**src/rtl/lsg_pkg.sv**
```systemverilog
// ----------------------------------------------------------------------------
// lsg_pkg: shared types and constants of the lidar sector guard
// Field widths, operation and result codes, register indexes and the
// structs that pass between the classifier, the velocity guard and the top.
// ----------------------------------------------------------------------------
`default_nettype none

package lsg_pkg;

    localparam int RangeW   = 16;
    localparam int IndexW   = 12;
    localparam int ScanLenW = 13;
    localparam int VelW     = 16;
    localparam int CfgIdxW  = 2;
    localparam int CfgDataW = 16;

    // opcode of an input beat
    localparam logic OpSample   = 1'b0;
    localparam logic OpVelocity = 1'b1;

    // kind of a result beat
    localparam logic KindSummary  = 1'b0;
    localparam logic KindVelocity = 1'b1;

    // configuration register indexes
    localparam logic [CfgIdxW-1:0] CfgScanLength = 2'd0;
    localparam logic [CfgIdxW-1:0] CfgNoiseFloor = 2'd1;
    localparam logic [CfgIdxW-1:0] CfgFrontLimit = 2'd2;
    localparam logic [CfgIdxW-1:0] CfgRearLimit  = 2'd3;

    localparam logic [RangeW-1:0]   RangeEmpty      = '1;
    localparam logic [ScanLenW-1:0] ScanLenReset    = 13'd1000;
    localparam logic [RangeW-1:0]   NoiseFloorReset = 16'd50;
    localparam logic [RangeW-1:0]   FrontLimitReset = 16'd1000;
    localparam logic [RangeW-1:0]   RearLimitReset  = 16'd3000;

    // sector decision for one range sample
    typedef struct packed {
        logic front_hit;
        logic front_danger;
        logic rear_hit;
        logic rear_danger;
    } sector_hit_t;

    // velocity guard decision
    typedef struct packed {
        logic            braking;
        logic [VelW-1:0] linear;
    } guard_t;

endpackage

`default_nettype wire

```
**src/rtl/lsg_sector_classify.sv**
```systemverilog
// ----------------------------------------------------------------------------
// lsg_sector_classify: sector decision for one range sample
// Saturates the scan length, places the sample index in the front or rear
// sector by exact integer ratio tests and checks noise floor and limits.
// ----------------------------------------------------------------------------
`default_nettype none

module lsg_sector_classify #(
    parameter int MAX_SAMPLES = 4096
) (
    input  wire logic [lsg_pkg::ScanLenW-1:0] scan_length,
    input  wire logic [lsg_pkg::RangeW-1:0]   noise_floor,
    input  wire logic [lsg_pkg::RangeW-1:0]   front_limit,
    input  wire logic [lsg_pkg::RangeW-1:0]   rear_limit,
    input  wire logic [lsg_pkg::RangeW-1:0]   range_mm,
    input  wire logic [lsg_pkg::IndexW-1:0]   sample_index,
    output lsg_pkg::sector_hit_t              hit
);

    localparam int ProdW = 18;

    logic [lsg_pkg::ScanLenW-1:0] used_len;
    logic [ProdW-1:0]             idx_x10;
    logic [ProdW-1:0]             idx_x20;
    logic [ProdW-1:0]             len_x4;
    logic [ProdW-1:0]             len_x6;
    logic [ProdW-1:0]             len_x3;
    logic [ProdW-1:0]             len_x17;
    logic                         in_front;
    logic                         in_rear;
    logic                         above_noise;

    // clamp scan length to one .. MAX_SAMPLES
    always_comb begin
        if (scan_length == '0) begin
            used_len = lsg_pkg::ScanLenW'(1);
        end else if (32'(scan_length) > 32'(MAX_SAMPLES)) begin
            used_len = lsg_pkg::ScanLenW'(MAX_SAMPLES);
        end else begin
            used_len = scan_length;
        end
    end

    // front: 0.4 n < i < 0.6 n; rear: i < 0.15 n or i > 0.85 n
    assign idx_x10 = ProdW'(sample_index) * ProdW'(10);
    assign idx_x20 = ProdW'(sample_index) * ProdW'(20);
    assign len_x4  = ProdW'(used_len) * ProdW'(4);
    assign len_x6  = ProdW'(used_len) * ProdW'(6);
    assign len_x3  = ProdW'(used_len) * ProdW'(3);
    assign len_x17 = ProdW'(used_len) * ProdW'(17);

    assign in_front    = (idx_x10 > len_x4) && (idx_x10 < len_x6);
    assign in_rear     = (idx_x20 < len_x3) || (idx_x20 > len_x17);
    assign above_noise = (range_mm >= noise_floor);

    assign hit.front_hit    = above_noise && in_front;
    assign hit.front_danger = above_noise && in_front && (range_mm < front_limit);
    assign hit.rear_hit     = above_noise && !in_front && in_rear;
    assign hit.rear_danger  = above_noise && !in_front && in_rear && (range_mm < rear_limit);

endmodule

`default_nettype wire

```
**src/rtl/lsg_velocity_guard.sv**
```systemverilog
// ----------------------------------------------------------------------------
// lsg_velocity_guard: linear velocity braking
// Zeroes a forward command when the front is blocked and a reverse command
// when the rear is blocked; a zero command never brakes.
// ----------------------------------------------------------------------------
`default_nettype none

module lsg_velocity_guard (
    input  wire logic [lsg_pkg::VelW-1:0] linear_cmd,
    input  wire logic                     front_flag,
    input  wire logic                     rear_flag,
    output lsg_pkg::guard_t               guard
);

    logic moving_back;
    logic moving_fwd;

    assign moving_back = linear_cmd[lsg_pkg::VelW-1];
    assign moving_fwd  = (linear_cmd != '0) && !moving_back;

    // brake into a blocked direction, pass otherwise
    assign guard.braking = (moving_fwd && front_flag) || (moving_back && rear_flag);
    assign guard.linear  = guard.braking ? '0 : linear_cmd;

endmodule

`default_nettype wire

```
**src/rtl/lidar_sector_guard_velocity_filter.sv**
```systemverilog
// ----------------------------------------------------------------------------
// lidar_sector_guard_velocity_filter: lidar sector guard with velocity filter
// A result is registered in the cycle after its beat is accepted. One beat
// per cycle while m_ready drains the output register, which is refilled in
// the same cycle its beat is taken. Synchronous active-low reset restores
// the register defaults, clears the blocked flags and restarts the scan.
// ----------------------------------------------------------------------------
`default_nettype none

module lidar_sector_guard_velocity_filter #(
    parameter int MAX_SAMPLES = 4096
) (
    input  wire logic                              aclk,
    input  wire logic                              aresetn,

    input  wire logic                              cfg_wr_en,
    input  wire logic [lsg_pkg::CfgIdxW-1:0]       cfg_index,
    input  wire logic [lsg_pkg::CfgDataW-1:0]      cfg_data,

    input  wire logic                              s_valid,
    output logic                                   s_ready,
    input  wire logic                              s_opcode,
    input  wire logic [lsg_pkg::RangeW-1:0]        s_range_mm,
    input  wire logic [lsg_pkg::IndexW-1:0]        s_sample_index,
    input  wire logic                              s_last_sample,
    input  wire logic signed [lsg_pkg::VelW-1:0]   s_linear_cmd,
    input  wire logic signed [lsg_pkg::VelW-1:0]   s_angular_cmd,

    output logic                                   m_valid,
    input  wire logic                              m_ready,
    output logic                                   m_result_kind,
    output logic                                   m_front_is_blocked,
    output logic                                   m_rear_is_blocked,
    output logic [lsg_pkg::RangeW-1:0]             m_front_min_mm,
    output logic [lsg_pkg::RangeW-1:0]             m_rear_min_mm,
    output logic signed [lsg_pkg::VelW-1:0]        m_linear_out,
    output logic signed [lsg_pkg::VelW-1:0]        m_angular_out,
    output logic                                   m_braking
);

    logic [lsg_pkg::ScanLenW-1:0] scan_length_reg;
    logic [lsg_pkg::RangeW-1:0]   noise_floor_reg;
    logic [lsg_pkg::RangeW-1:0]   front_limit_reg;
    logic [lsg_pkg::RangeW-1:0]   rear_limit_reg;

    logic                         front_flag_reg;
    logic                         rear_flag_reg;
    logic                         front_danger_reg;
    logic                         front_danger_next;
    logic                         rear_danger_reg;
    logic                         rear_danger_next;
    logic [lsg_pkg::RangeW-1:0]   front_min_reg;
    logic [lsg_pkg::RangeW-1:0]   front_min_next;
    logic [lsg_pkg::RangeW-1:0]   rear_min_reg;
    logic [lsg_pkg::RangeW-1:0]   rear_min_next;

    logic                         out_valid_reg;
    logic                         kind_reg;
    logic                         front_blk_reg;
    logic                         rear_blk_reg;
    logic [lsg_pkg::RangeW-1:0]   out_front_min_reg;
    logic [lsg_pkg::RangeW-1:0]   out_rear_min_reg;
    logic [lsg_pkg::VelW-1:0]     linear_reg;
    logic [lsg_pkg::VelW-1:0]     angular_reg;
    logic                         braking_reg;

    lsg_pkg::sector_hit_t         hit;
    lsg_pkg::guard_t              guard;
    logic                         in_beat;
    logic                         is_sample;
    logic                         emit;

    // sector decision and braking decision
    lsg_sector_classify #(
        .MAX_SAMPLES (MAX_SAMPLES)
    ) u_classify (
        .scan_length  (scan_length_reg),
        .noise_floor  (noise_floor_reg),
        .front_limit  (front_limit_reg),
        .rear_limit   (rear_limit_reg),
        .range_mm     (s_range_mm),
        .sample_index (s_sample_index),
        .hit          (hit)
    );

    lsg_velocity_guard u_guard (
        .linear_cmd (s_linear_cmd),
        .front_flag (front_flag_reg),
        .rear_flag  (rear_flag_reg),
        .guard      (guard)
    );

    // take a beat whenever the output register is free or being drained
    assign s_ready   = !out_valid_reg || m_ready;
    assign in_beat   = s_valid && s_ready;
    assign is_sample = (s_opcode == lsg_pkg::OpSample);
    assign emit      = !is_sample || s_last_sample;

    // fold the current sample into the scan accumulators
    always_comb begin
        front_danger_next = front_danger_reg || hit.front_danger;
        rear_danger_next  = rear_danger_reg || hit.rear_danger;
        front_min_next    = front_min_reg;
        rear_min_next     = rear_min_reg;
        if (hit.front_hit && (s_range_mm < front_min_reg)) begin
            front_min_next = s_range_mm;
        end
        if (hit.rear_hit && (s_range_mm < rear_min_reg)) begin
            rear_min_next = s_range_mm;
        end
    end

    // configuration registers
    always_ff @(posedge aclk) begin
        if (!aresetn) begin
            scan_length_reg <= lsg_pkg::ScanLenReset;
            noise_floor_reg <= lsg_pkg::NoiseFloorReset;
            front_limit_reg <= lsg_pkg::FrontLimitReset;
            rear_limit_reg  <= lsg_pkg::RearLimitReset;
        end else if (cfg_wr_en) begin
            case (cfg_index)
                lsg_pkg::CfgScanLength: begin
                    scan_length_reg <= cfg_data[lsg_pkg::ScanLenW-1:0];
                end
                lsg_pkg::CfgNoiseFloor: begin
                    noise_floor_reg <= cfg_data;
                end
                lsg_pkg::CfgFrontLimit: begin
                    front_limit_reg <= cfg_data;
                end
                lsg_pkg::CfgRearLimit: begin
                    rear_limit_reg <= cfg_data;
                end
                default: begin
                end
            endcase
        end
    end

    // scan accumulators and latched flags
    always_ff @(posedge aclk) begin
        if (!aresetn) begin
            front_flag_reg   <= 1'b0;
            rear_flag_reg    <= 1'b0;
            front_danger_reg <= 1'b0;
            rear_danger_reg  <= 1'b0;
            front_min_reg    <= lsg_pkg::RangeEmpty;
            rear_min_reg     <= lsg_pkg::RangeEmpty;
        end else if (in_beat && is_sample) begin
            if (s_last_sample) begin
                front_flag_reg   <= front_danger_next;
                rear_flag_reg    <= rear_danger_next;
                front_danger_reg <= 1'b0;
                rear_danger_reg  <= 1'b0;
                front_min_reg    <= lsg_pkg::RangeEmpty;
                rear_min_reg     <= lsg_pkg::RangeEmpty;
            end else begin
                front_danger_reg <= front_danger_next;
                rear_danger_reg  <= rear_danger_next;
                front_min_reg    <= front_min_next;
                rear_min_reg     <= rear_min_next;
            end
        end
    end

    // output valid: set on a result, drop when taken without refill
    always_ff @(posedge aclk) begin
        if (!aresetn) begin
            out_valid_reg <= 1'b0;
        end else if (in_beat && emit) begin
            out_valid_reg <= 1'b1;
        end else if (m_ready) begin
            out_valid_reg <= 1'b0;
        end
    end

    // output payload
    always_ff @(posedge aclk) begin
        if (in_beat && emit) begin
            if (is_sample) begin
                kind_reg          <= lsg_pkg::KindSummary;
                front_blk_reg     <= front_danger_next;
                rear_blk_reg      <= rear_danger_next;
                out_front_min_reg <= front_min_next;
                out_rear_min_reg  <= rear_min_next;
                linear_reg        <= '0;
                angular_reg       <= '0;
                braking_reg       <= 1'b0;
            end else begin
                kind_reg          <= lsg_pkg::KindVelocity;
                front_blk_reg     <= front_flag_reg;
                rear_blk_reg      <= rear_flag_reg;
                out_front_min_reg <= '0;
                out_rear_min_reg  <= '0;
                linear_reg        <= guard.linear;
                angular_reg       <= s_angular_cmd;
                braking_reg       <= guard.braking;
            end
        end
    end

    assign m_valid            = out_valid_reg;
    assign m_result_kind      = kind_reg;
    assign m_front_is_blocked = front_blk_reg;
    assign m_rear_is_blocked  = rear_blk_reg;
    assign m_front_min_mm     = out_front_min_reg;
    assign m_rear_min_mm      = out_rear_min_reg;
    assign m_linear_out       = linear_reg;
    assign m_angular_out      = angular_reg;
    assign m_braking          = braking_reg;

    // a velocity beat always yields a velocity result next cycle
    a_velocity_result: assert property (@(posedge aclk) disable iff (!aresetn)
        (in_beat && s_opcode == lsg_pkg::OpVelocity)
            |=> (out_valid_reg && kind_reg == lsg_pkg::KindVelocity))
        else $error("velocity beat did not produce a velocity result");

    // a last sample always yields a summary next cycle
    a_summary_result: assert property (@(posedge aclk) disable iff (!aresetn)
        (in_beat && s_opcode == lsg_pkg::OpSample && s_last_sample)
            |=> (out_valid_reg && kind_reg == lsg_pkg::KindSummary))
        else $error("last sample did not produce a summary");

    // braking only ever appears on a velocity result
    a_brake_kind: assert property (@(posedge aclk) disable iff (!aresetn)
        (out_valid_reg && braking_reg) |-> (kind_reg == lsg_pkg::KindVelocity))
        else $error("braking set on a scan summary");

    // a braked command carries a blocked flag in its direction
    a_brake_cause: assert property (@(posedge aclk) disable iff (!aresetn)
        (out_valid_reg && braking_reg) |-> (front_blk_reg || rear_blk_reg))
        else $error("braking without a blocked sector");

endmodule

`default_nettype wire
```
**config.mk**
```make
export PLATFORM = sky130hd
export DESIGN_NAME = lidar_sector_guard_velocity_filter
export DESIGN_NICKNAME = d
export VERILOG_FILES = /design/src/rtl/lsg_pkg.sv /design/src/rtl/lsg_sector_classify.sv /design/src/rtl/lsg_velocity_guard.sv /design/src/rtl/lidar_sector_guard_velocity_filter.sv
export SDC_FILE = /design/constraint.sdc
export NUM_CORES = 1
export LEC_CHECK = 0
export BUFFER_PORTS_ARGS = -buffer_cell sky130_fd_sc_hd__buf_2
export CAP_MARGIN = 20
export CORE_MARGIN = 4
export CORE_UTILIZATION = 60
export DETAILED_ROUTE_END_ITERATION = 6
export GPL_TIMING_DRIVEN = 0
export PLACE_DENSITY = 0.83
export SLEW_MARGIN = 5
export SYNTH_ARGS = -nofsm -noshare
export SYNTH_HDL_FRONTEND = slang
export SYNTH_SLANG_ARGS = --single-unit
```
**constraint.sdc**
```tcl
create_clock -name aclk -period 12 [get_ports aclk]
set_clock_uncertainty 0.05 [all_clocks]
set_input_delay 1.2 -clock aclk [delete_from_list [all_inputs] [get_ports aclk]]
set_output_delay 1.2 -clock aclk [all_outputs]
set_load 0.05 [all_outputs]
```
Word level (Yosys, flattened, before mapping)
Index checks and enable logic that the tools add are counted.
- bits in registers: 166
- output and inout bits: 70
- bits of input ports: 85
- multipliers: 5
- reductions and logical operators: 33
- muxes and demuxes: 13
- equal/unequal tests: 3
- magnitude comparators: 10
- bitwise operators: 1
- operators by type and width (cell ; count):
    $lt 16x16->1 ; 5
    $mux 16 ; 4
    $mul 12x3->15 const B ; 2
    $mul 13x2->15 const B ; 2
    $mux 13 ; 2
    $gt 17x18->1 ; 1
    $mul 13x5->18 const B ; 1
    $lt 17x15->1 ; 1
    $ge 16x16->1 ; 1
    $gt 16x15->1 ; 1
    $reduce_bool 16->1 ; 1
    $logic_and 1x1->1 ; 14
    $gt 13x13->1 const B ; 1
    $logic_not 13->1 ; 1
    $reduce_and 2->1 ; 5
    $mux 1 ; 7
    $logic_or 1x1->1 ; 6
    $eq 2x2->1 const B ; 2
    $logic_not 1->1 ; 3
    $eq 2x1->1 const B ; 1
    $logic_not 2->1 ; 1
    $reduce_bool 2->1 ; 1
    $reduce_or 2->1 ; 1
    $not 1->1 ; 1

Logic depth before layout (Yosys ltp)
Gate-level depths: netlist (run 1).
- word-level depth: 12
- mapped depth: 27
- mapped depth without buffers: 23

By module
Synthesis (run 1) repeated with hierarchy kept, for this count alone.
- cells, all modules: 1297
- area total of the unflattened synthesis: 11695.0 sq um
- by module, submodules not included (module ; instances ; area each (sq um) ; cells each ; seq. area each (sq um)):
    lidar_sector_guard_velocity_filter ; 1 ; 7398.3 ; 719 ; 4003.8
    lsg_sector_classify ; 1 ; 4056.4 ; 539 ; 0.0
    lsg_velocity_guard ; 1 ; 240.2 ; 39 ; 0.0

Worst setup path before layout (run 1)
OpenSTA, ideal clock, no wires.
- kind: input port to flip-flop
- start: input m_ready
- end: register angular_reg (netlist bit m_angular_out[0]) (enable)
- stages: 3
- path slack: 6.754 ns
- arrival time: 4.702 ns
- buffers on the path: 0
- required time: 11.456 ns
- path through: nand2b_1 > nand2_1 > nor2_1
- word-level cells in the longest chain between the ends: 3
- ends and longest elaborated chain (item ; RTL line ; RTL):
    start, declared ; lidar_sector_guard_velocity_filter.sv:30 ; input wire logic m_ready,
    $logic_or 1x1->1 ; lidar_sector_guard_velocity_filter.sv:94 ; assign s_ready = !out_valid_reg || m_ready;
    $logic_and 1x1->1 ; lidar_sector_guard_velocity_filter.sv:95 ; assign in_beat = s_valid && s_ready;
    $logic_and 1x1->1 ; lidar_sector_guard_velocity_filter.sv:179 ; if (in_beat && emit) begin
    end signal, assigned ; lidar_sector_guard_velocity_filter.sv:196 ; angular_reg <= s_angular_cmd;
    end, declared ; lidar_sector_guard_velocity_filter.sv:64 ; logic [lsg_pkg::VelW-1:0] angular_reg;
Every way passes these cells.
A chain may end at the register's enable or synchronous reset.

Worst setup path after layout (run 1)
- start: register scan_length_reg[12] (netlist bit)
- end: register rear_min_reg[7] (netlist bit)
- word-level cells in the longest chain between the ends: 12
- elaborated cells between the ends (all ways): 19
- those cells by class: mul: 3; order compare: 5; mux: 4; reduce/logical: 7
- ends and longest elaborated chain (item ; RTL line ; RTL):
    start, declared ; lidar_sector_guard_velocity_filter.sv:41 ; logic [lsg_pkg::ScanLenW-1:0] scan_length_reg;
    start signal, assigned ; lidar_sector_guard_velocity_filter.sv:116 ; scan_length_reg <= lsg_pkg::ScanLenReset;
    start signal, assigned ; lidar_sector_guard_velocity_filter.sv:123 ; scan_length_reg <= cfg_data[lsg_pkg::ScanLenW-1:0];
    $gt 13x13->1 ; lsg_sector_classify.sv:37 ; end else if (32'(scan_length) > 32'(MAX_SAMPLES)) begin
    $mux 13 ; lsg_sector_classify.sv:37 ;
    $mux 13 (*) ; lsg_sector_classify.sv:35 ; if (scan_length == '0) begin
    $mul 13x2->15 ; lsg_sector_classify.sv:48, lsg_sector_classify.sv:49 ;
    $lt 16x16->1 ; lsg_sector_classify.sv:52 ; assign in_front = (idx_x10 > len_x4) && (idx_x10 < len_x6);
    $logic_and 1x1->1 ; lsg_sector_classify.sv:52 ;
    $logic_not 1->1 ; lsg_sector_classify.sv:58 ; assign hit.rear_hit = above_noise && !in_front && in_rear;
    $logic_and 1x1->1 ; lsg_sector_classify.sv:58 ;
    $logic_and 1x1->1 (*) ; lsg_sector_classify.sv:58 ;
    $logic_and 1x1->1 (*) ; lidar_sector_guard_velocity_filter.sv:108 ; if (hit.rear_hit && (s_range_mm < rear_min_reg)) begin
    $mux 16 (*) ; lidar_sector_guard_velocity_filter.sv:108 ;
    $mux 16 (*) ; lidar_sector_guard_velocity_filter.sv:150 ; if (s_last_sample) begin
    end signal, assigned ; lidar_sector_guard_velocity_filter.sv:148 ; rear_min_reg <= lsg_pkg::RangeEmpty;
    end signal, assigned ; lidar_sector_guard_velocity_filter.sv:156 ; rear_min_reg <= lsg_pkg::RangeEmpty;
    end signal, assigned ; lidar_sector_guard_velocity_filter.sv:161 ; rear_min_reg <= rear_min_next;
    end, declared ; lidar_sector_guard_velocity_filter.sv:54 ; logic [lsg_pkg::RangeW-1:0] rear_min_reg;
Every way passes the cells marked *; elsewhere a longest branch is shown, timed or not.

==> Implementation_results.wiki, run 1 <==
{| class="wikitable"
! Metric !! Value
|-
| Status || complete, no violations
|-
| Min Hold Slack || about 0.41 ns
|-
| Post-CTS Resized || 0
|-
| Antenna cells || 0
|-
| Routed vias || between 9000 and 10000
|-
| Final setup violation count || 0
|-
| Post-synth EDFFs || 68
|-
| Routability congestion estimate || slightly below 1
|-
| Cell Rows || 50
|-
| Clock period minus final worst setup slack || about 6.1 ns
|-
| Critical path start-end classification || flip-flop to flip-flop
|-
| FILL cells || 1437
|-
| Worst setup endpoint || rear_min_reg[7]$_SDFFE_PN1P_
|-
| Post-Syn Area per Cell || 9.22 um^2
|-
| Clock insertion delay at the later pin of the skew report || 0.43 ns
|-
| Slew at the pin closest to its max-slew limit || between 0.8 and 0.9 ns
|-
| Signed area change from the synthesized netlist to the final layout || 14.8%
|-
| Clock tree from TritonCTS || yes
|-
| Fraction of registers with async set/reset || 0%
|-
| Required arrival time at the worst endpoint || 12.28 ns
|-
| Pwr/cell area || ~130 nW/um^2
|-
| Dominant synthesized flop cell || dfxtp_1
|-
| Maximum level of the CTS H-tree || 4
|-
| Post-CTS repair timing setup buffer count || 0
|-
| Peak clock frequency supported by timing || ~0.16 GHz
|-
| Final wirelength || slightly below 30000 um
|-
| Reg clk slew, reported paths || 0.07 ns
|-
| Initial antenna violation count || 0
|-
| FF-to-FF setup slack || ~5.9 ns
|-
| Total routing usage reported by global routing || approximately 27%
|-
| R2r worst-path depth || 24
|-
| GRT overflow || 0
|-
| Core box area || approximately 19000 um^2
|-
| VDD IR max || between 100 and 150 uV
|-
| Deepest clock path buffer count || 2
|-
| Path category of the worst min-delay check || flip-flop to flip-flop
|-
| Leakage power total || between 0.006 and 0.007 uW
|-
| Post-DP HPWL || roughly 23000 um
|-
| Antenna-violating nets left || 0
|-
| Die Y-Extent || between 100 and 150 um
|-
| Rel. slew slack || between 40% and 50%
|-
| Post-synthesis instance area || between 10000 and 15000 um^2
|-
| Initial Utilization || about 61%
|-
| Net Count, Synth || ~1500
|-
| Proportion of netlist area held by the largest area contributor || roughly 20%
|-
| Number of global-route vias before repair || around 9500
|-
| Endpoint of the worst register-to-register path || rear_min_reg[7]$_SDFFE_PN1P_
|-
| Power consumption || around 1800 uW
|-
| RSZ-0062 raised after global routing || false
|-
| Final Net Count || about 1700
|-
| Crit. End Element || flip-flop
|-
| Violation count after the first detailed-route iteration || approximately 620
|-
| Stage delay of the slowest cell on the critical path || roughly 0.55 ns
|-
| I/O Pins || between 150 and 200
|-
| Wire length of the first global-routing pass || approximately 47000 um
|-
| Critical path fanouts, max || 10
|-
| Synth warnings || 0
|-
| Startpoint of the worst register-to-register path || scan_length_reg[12]$_SDFFE_PN0P_
|-
| Cell depth of the worst setup path || 24
|-
| Buf+Inv Stages, Crit Path || 5
|-
| Slowest stage cell on the critical path || a221oi_4
|-
| Launching element of the worst setup path || scan_length_reg[12]$_SDFFE_PN0P_
|-
| Total negative slack for setup checks || 0 ns
|-
| DR pass1 iterations || 5
|-
| Max-Cap Viols || 0
|-
| Post-synthesis cell type with the largest combined area || ha_1
|-
| Final routed DRC violation total || 0
|-
| Post-CTS Hold Buffers || 0
|-
| Clock root buffer || clkbuf_16
|-
| Die Width || between 100 and 150 um
|-
| Die area || approximately 21000 um^2
|-
| Number of input and output port buffers inserted || about 150
|-
| Fin. max-slew vios || 0
|-
| Worst-path cell chain || buf_6 -> inv_1 -> clkbuf_1 -> nand2_1 -> inv_1 -> ha_1 -> a21o_1 -> a21oi_1 -> nor2b_1 -> o211ai_1 -> a21oi_1 -> a311oi_1 -> a21oi_1 -> xor2_1 -> ha_1 -> nand4_1 -> nor4_1 -> o221ai_1 -> nand3_1 -> nand4_1 -> a221oi_4 -> nand3_4 -> buf_6 -> mux2i_1
|-
| Most common library cell in the layout ignoring fill and taps || ha_1
|-
| Flip-flop and latch count after synthesis || about 170
|-
| WL per Instance || 17.7 um
|-
| Top cell by count, worst path || a21oi_1
|-
| Clock buffers created by TritonCTS || 17
|-
| Critical path launch point type || flip-flop
|-
| Instance count of the mapped netlist || 1246
|-
| Fraction of final layout cells with drive strength greater than 1 || 15.0%
|-
| Commonest cells after routing, fill and taps aside || ha_1, buf_2, nand2_1, inv_1, dfxtp_1
|-
| Maximum number of pins on one net before global-route repair || 29
|-
| Hold Vio Cnt, Final || 0
|-
| Final Cycle Share || about 51%
|-
| Critical path data arrival time || around 6.4 ns
|-
| CTS sink cnt || 166
|-
| Leading cell types by total area after synthesis || ha_1, edfxtp_1, dfxtp_1
|-
| Synth cell types || 68
|-
| Vias per cell || slightly below 6
|-
| Cell family with the largest share of critical-path delay || compound AO/OA/AOI/OAI gates
|-
| Sequential share of the synthesized area || 34.9%
|}
worst min path at each step:
| stage | startpoint | end | cells after the start |
|---|---|---|---|
| 6_report | rear_limit_reg[12]$_SDFFE_PN0P_ | rear_limit_reg[12]$_SDFFE_PN0P_ | 2 |
| 5_1_grt | noise_floor_reg[12]$_SDFFE_PN0P_ | noise_floor_reg[12]$_SDFFE_PN0P_ | 2 |
| 4_1_cts | rear_limit_reg[12]$_SDFFE_PN0P_ | rear_limit_reg[12]$_SDFFE_PN0P_ | 2 |
| 3_5_place_dp | rear_limit_reg[12]$_SDFFE_PN0P_ | rear_limit_reg[12]$_SDFFE_PN0P_ | 2 |
| 3_3_place_gp | front_danger_reg$_SDFFE_PN0P_ | front_danger_reg$_SDFFE_PN0P_ | 2 |
| 2_1_floorplan | front_danger_reg$_SDFFE_PN0P_ | front_danger_reg$_SDFFE_PN0P_ | 2 |
tightest hold or removal path, delay by kind of cell (launching register included):
| kind | cells | cell delay [ns] |
|---|---|---|
| AO/OA/AOI/OAI | 1 | 0.06 |
| AND/OR/NAND/NOR | 1 | 0.05 |
| flip-flops | 1 | 0.31 |
synth_stat cells, types with 3 or more instances:
library cell and instances:
o21bai_1 4, mux2i_1 49, inv_1 111, nand4_1 17, and3_1 23, nand4b_1 16
xnor2_1 13, nor2_1 94, buf_2 3, a2111oi_0 4, o31a_1 4, nand3_1 24
nand2_1 140, clkbuf_1 37, a211oi_1 8, a21o_1 39, a21boi_0 40, xor2_1 10
or2_2 7, o2111ai_1 3, nand2b_1 14, a21oi_1 48, ha_1 183, nor2b_1 10
nor4_2 3, nor4_1 11, o21ai_0 41, o31ai_1 18, nor3_1 9, dfxtp_1 98
fa_1 3, o211ai_1 19, o21a_1 11, and2_1 18, edfxtp_1 68, a31oi_1 6
metal layers:
| layer | track usage, % | share of wire (%) | vias to the layer above |
|---|---|---|---|
| li1 | - | - | 4828 |
| met1 | 34.7 | 43 | 4610 |
| met2 | 45.9 | 47 | 413 |
| met3 | 4.47 | 7.5 | 73 |
| met4 | 9.55 | 2.8 | 0 |
| met5 | 0 | 0 | - |
power by group:
group	internal [uW]	switching [uW]
Sequential	631	13.4
Clock	297	244
Combinational	210	369
Total	1140	626
layout make-up:
class | count | area, um^2 | area share (%)
repair buffers | 155 | 813 | 6.17
clock inverters | 12 | 104 | 0.788
flip-flops and latches | 166 | 4000 | 30.4
plain buffers | 44 | 191 | 1.45
clock buffers | 20 | 479 | 3.64
well taps | 234 | 293 | 2.22
inverters | 111 | 417 | 3.16
multi-input cells | 925 | 6880 | 52.2
logic make-up after synthesis:
logic type / share of synthesized area (%)
buf+inv: 5.30
flops: 34.9
other cells: 0.0327
xor+xnor: 1.75
compound gates: 16.2
mux: 4.37
fa+ha+maj: 20.5
simple gates: 17.0
metrics by stage:
stage	cells	cell area (um^2)	setup slack, ns	util, %
floorplan	1246	11500	6.75	-
global placement	1633	12500	5.78	66.8
detailed placement	1635	12600	5.91	67.1
CTS	1667	13200	5.99	70.2
global route	1667	13200	5.49	70.2
finish	1667	13200	5.87	70.2
(Power assumes the default switching activity.)
==> inputs of run 2 (changes only) <==
CORE_UTILIZATION = 53   (was 60)
PLACE_DENSITY = 0.77   (was 0.83)
clock period = 5.08 ns   (was 12 ns; I/O delays follow)
==> run 2 against run 1 <==
  * The flow now finishes with violations (negative setup slack)
  * Register-to-register slack worse by 5.9 ns
  * Setup slack worse by 5.9 ns
  * Sequential share of layout area down 1.3 points
  * Core utilization down 4.8 points
  * Largest cell class unchanged
  * Largest power group unchanged
==> Implementation_results.wiki, run 2 (synthesis gave the netlist of run 1 again) <==
{| class="wikitable"
! Metric !! Value
|-
| Status || complete, but fails checks (was complete, no violations)
|-
| Failing checks || negative setup slack
|-
| Vias per cell || 5.76 (was 5.95)
|-
| Maximum number of pins on one net before global-route repair || 30 (was 29)
|-
| Commonest cells after routing, fill and taps aside || ha_1, buf_2, nand2_1, inv_1, nor2_1 (was ha_1, buf_2, nand2_1, inv_1, dfxtp_1)
|-
| Final Cycle Share || 101% (was 51.0%)
|-
| Final standard cell area without fillers || 13800 um^2 (was 13200 um^2)
|-
| Signed area change from the synthesized netlist to the final layout || 20.5% (was 14.8%)
|-
| Most common library cell in the layout ignoring fill and taps || ha_1 (unchanged)
|-
| RSZ-0062 raised after global routing || true (was false)
|-
| Clock root buffer || clkbuf_16 (unchanged)
|-
| Final worst-path setup slack || -0.0743 ns (was 5.87 ns)
|-
| Initial Utilization || 54.3% (was 61.2%)
|-
| Violation count after the first detailed-route iteration || 540 (was 617)
|-
| Cell family with the largest share of critical-path delay || compound AO/OA/AOI/OAI gates (unchanged)
|-
| Slowest stage cell on the critical path || o41a_1 (was a221oi_4)
|-
| Die area || 24100 um^2 (was 21400 um^2)
|-
| GRT overflow || 0 (unchanged)
|-
| Slew at the pin closest to its max-slew limit || 0.922 ns (was 0.843 ns)
|-
| DR pass1 iterations || 5 (unchanged)
|-
| Startpoint of the worst register-to-register path || scan_length_reg[3]$_SDFFE_PN1P_ (was scan_length_reg[12]$_SDFFE_PN0P_)
|-
| FF-to-FF setup slack || -0.07 ns (was 5.87 ns)
|-
| Multi-input gate area || 7100 um^2 (was 6880 um^2)
|-
| Clock tree from TritonCTS || yes (unchanged)
|-
| Crit. End Element || flip-flop (unchanged)
|-
| Number of global-route vias before repair || 9843 (was 9512)
|-
| Reg clk slew, reported paths || 0.07 ns (about the same)
|-
| Required arrival time at the worst endpoint || 5.38 ns (was 12.28 ns)
|-
| Maximum level of the CTS H-tree || 4 (unchanged)
|-
| Critical path start-end classification || flip-flop to flip-flop (unchanged)
|-
| Total routing usage reported by global routing || 24.5% (was 26.9%)
|-
| Clock period minus final worst setup slack || 5.15 ns (was 6.13 ns)
|-
| Hold Vio Cnt, Final || 0 (unchanged)
|-
| Cell depth of the worst setup path || 25 (was 24)
|-
| Endpoint of the worst register-to-register path || rear_min_reg[2]$_SDFFE_PN1P_ (was rear_min_reg[7]$_SDFFE_PN1P_)
|-
| Critical path fanouts, max || 5 (was 10)
|-
| Post-DP HPWL || 23400 um (was 23200 um)
|-
| Final Net Count || 1720 (was 1691)
|-
| Die Width || 155 um (was 146 um)
|-
| Wire length of the first global-routing pass || 48100 um (was 47300 um)
|-
| Cell Rows || 53 (was 50)
|-
| R2r worst-path depth || 25 (was 24)
|-
| Hold Crit Depth || 1 (was 2)
|-
| Antenna-violating nets left || 0 (unchanged)
|-
| Power consumption || 4340 uW (was 1760 uW)
|-
| VDD IR max || 277 uV (was 117 uV)
|-
| Die Y-Extent || 155 um (was 146 um)
|-
| Worst setup endpoint || rear_min_reg[2]$_SDFFE_PN1P_ (was rear_min_reg[7]$_SDFFE_PN1P_)
|-
| Clock insertion delay at the later pin of the skew report || 0.43 ns (about the same)
|-
| WL per Instance || 17.7 um (about the same)
|-
| Launching element of the worst setup path || scan_length_reg[3]$_SDFFE_PN1P_ (was scan_length_reg[12]$_SDFFE_PN0P_)
|-
| Peak clock frequency supported by timing || 0.194 GHz (was 0.163 GHz)
|-
| Critical path data arrival time || 5.45 ns (was 6.41 ns)
|-
| CTS sink cnt || 166 (unchanged)
|-
| Core box area || 21200 um^2 (was 18800 um^2)
|-
| Clock buffers created by TritonCTS || 17 (unchanged)
|-
| Leakage power total || 0.00656 uW (was 0.00636 uW)
|-
| Deepest clock path buffer count || 2 (unchanged)
|-
| FILL cells || 1637 (was 1437)
|-
| Max-Cap Viols || 0 (unchanged)
|-
| Final wirelength || 30800 um (was 29600 um)
|-
| Rel. slew slack || 38.2% (was 43.5%)
|-
| Cell area reported after detailed placement || 12600 um^2 (about the same)
|-
| Final setup violation count || 27 (was 0)
|-
| Area taken by flip-flops and latches || 4020 um^2 (was 4000 um^2)
|-
| Fraction of final layout cells with drive strength greater than 1 || 20.1% (was 15.0%)
|-
| Critical path launch point type || flip-flop (unchanged)
|-
| I/O Pins || 155 (unchanged)
|-
| Number of input and output port buffers inserted || 153 (unchanged)
|-
| Routability congestion estimate || 0.883 (was 0.976)
|-
| Pwr/cell area || 314 nW/um^2 (was 134 nW/um^2)
|-
| Stage delay of the slowest cell on the critical path || 0.45 ns (was 0.55 ns)
|-
| Initial antenna violation count || 0 (unchanged)
|-
| Fin. max-slew vios || 0 (unchanged)
|-
| Buf+Inv Stages, Crit Path || 4 (was 5)
|-
| Antenna cells || 0 (unchanged)
|-
| Final routed DRC violation total || 0 (unchanged)
|-
| Routed vias || 10005 (was 9924)
|-
| Path category of the worst min-delay check || input pin to flip-flop (was flip-flop to flip-flop)
|}
## run 2: metal layers
layer | up-vias | GRT usage [%] | wire (um)
li1 | 4878 | - | -
met1 | 4705 | 31.2 | 12900
met2 | 359 | 41.4 | 14700
met3 | 63 | 5.51 | 2350
met4 | 0 | 8.05 | 784
met5 | - | 0 | 0
## run 2: how the worst min path moves through the flow
stage | from | endpoint | slack (ns)
finish | s_opcode | m_result_kind$_DFFE_PP_ | 0.30
CTS | s_opcode | m_result_kind$_DFFE_PP_ | 0.28
floorplan | front_danger_reg$_SDFFE_PN0P_ | front_danger_reg$_SDFFE_PN0P_ | 0.39
detailed placement | rear_limit_reg[0]$_SDFFE_PN0P_ | rear_limit_reg[0]$_SDFFE_PN0P_ | 0.41
global route | s_opcode | m_result_kind$_DFFE_PP_ | 0.29
global placement | front_danger_reg$_SDFFE_PN0P_ | front_danger_reg$_SDFFE_PN0P_ | 0.40
## run 2: worst register-to-register path: stages, from the launching register on
cell,delay [ns]
dfxtp_2,0.39
nor4_4,0.07
a32oi_4,0.29
inv_2,0.07
ha_2,0.18
inv_2,0.06
fa_2,0.21
nor2b_1,0.05
o21a_1,0.18
o21ai_1,0.13
nand2b_1,0.11
a31oi_2,0.25
o21ai_2,0.08
o41a_1,0.45
xnor2_2,0.16
ha_1,0.31
nand4_1,0.16
nor4_2,0.36
o221ai_2,0.18
nand3_2,0.11
nand4_1,0.20
a221oi_4,0.35
buf_4,0.16
nand3_4,0.12
buf_12,0.21
mux2i_1,0.18
## run 2: final cells by class
cell class	count	share of cell area (%)
Multi-Input combinational cell	925	51.3
Sequential cell	166	29.1
Timing Repair Buffer	184	8.08
Clock buffer	18	3.10
Inverter	111	3.03
Tap cell	275	2.49
Buffer	44	1.78
Clock inverter	14	1.13
## run 2: timing repair
item	CTS	global route
pin swaps	13	13
buffers inserted	6	20
hold buffers	0	0
endpoints found under the setup margin	70	68
endpoints found under the hold margin	0	0
gates cloned	0	3
gates resized for setup	30	59
## run 2: through the flow
step	TNS (ns)	hold slack, ns	std cells	setup WS (ns)	util [%]
after floorplan	0	0.387	1246	0.0846	-
after global placement	-80.14	0.397	1674	-0.800	59.5
after detailed placement	-38.80	0.407	1676	-0.835	59.8
after CTS	0	0.283	1714	0.0187	63.3
after global routing	-14.30	0.291	1737	-0.368	65.4
final	-1.04	0.296	1737	-0.0743	65.4
## run 2: power by group
part / switching [uW] / leakage, uW / internal [uW] / total (uW)
Clock: 587 / 0.000286 / 699 / 1290
Sequential: 34.6 / 0.00146 / 1490 / 1530
Combinational: 926 / 0.00481 / 603 / 1530
Total: 1550 / 0.00656 / 2790 / 4340
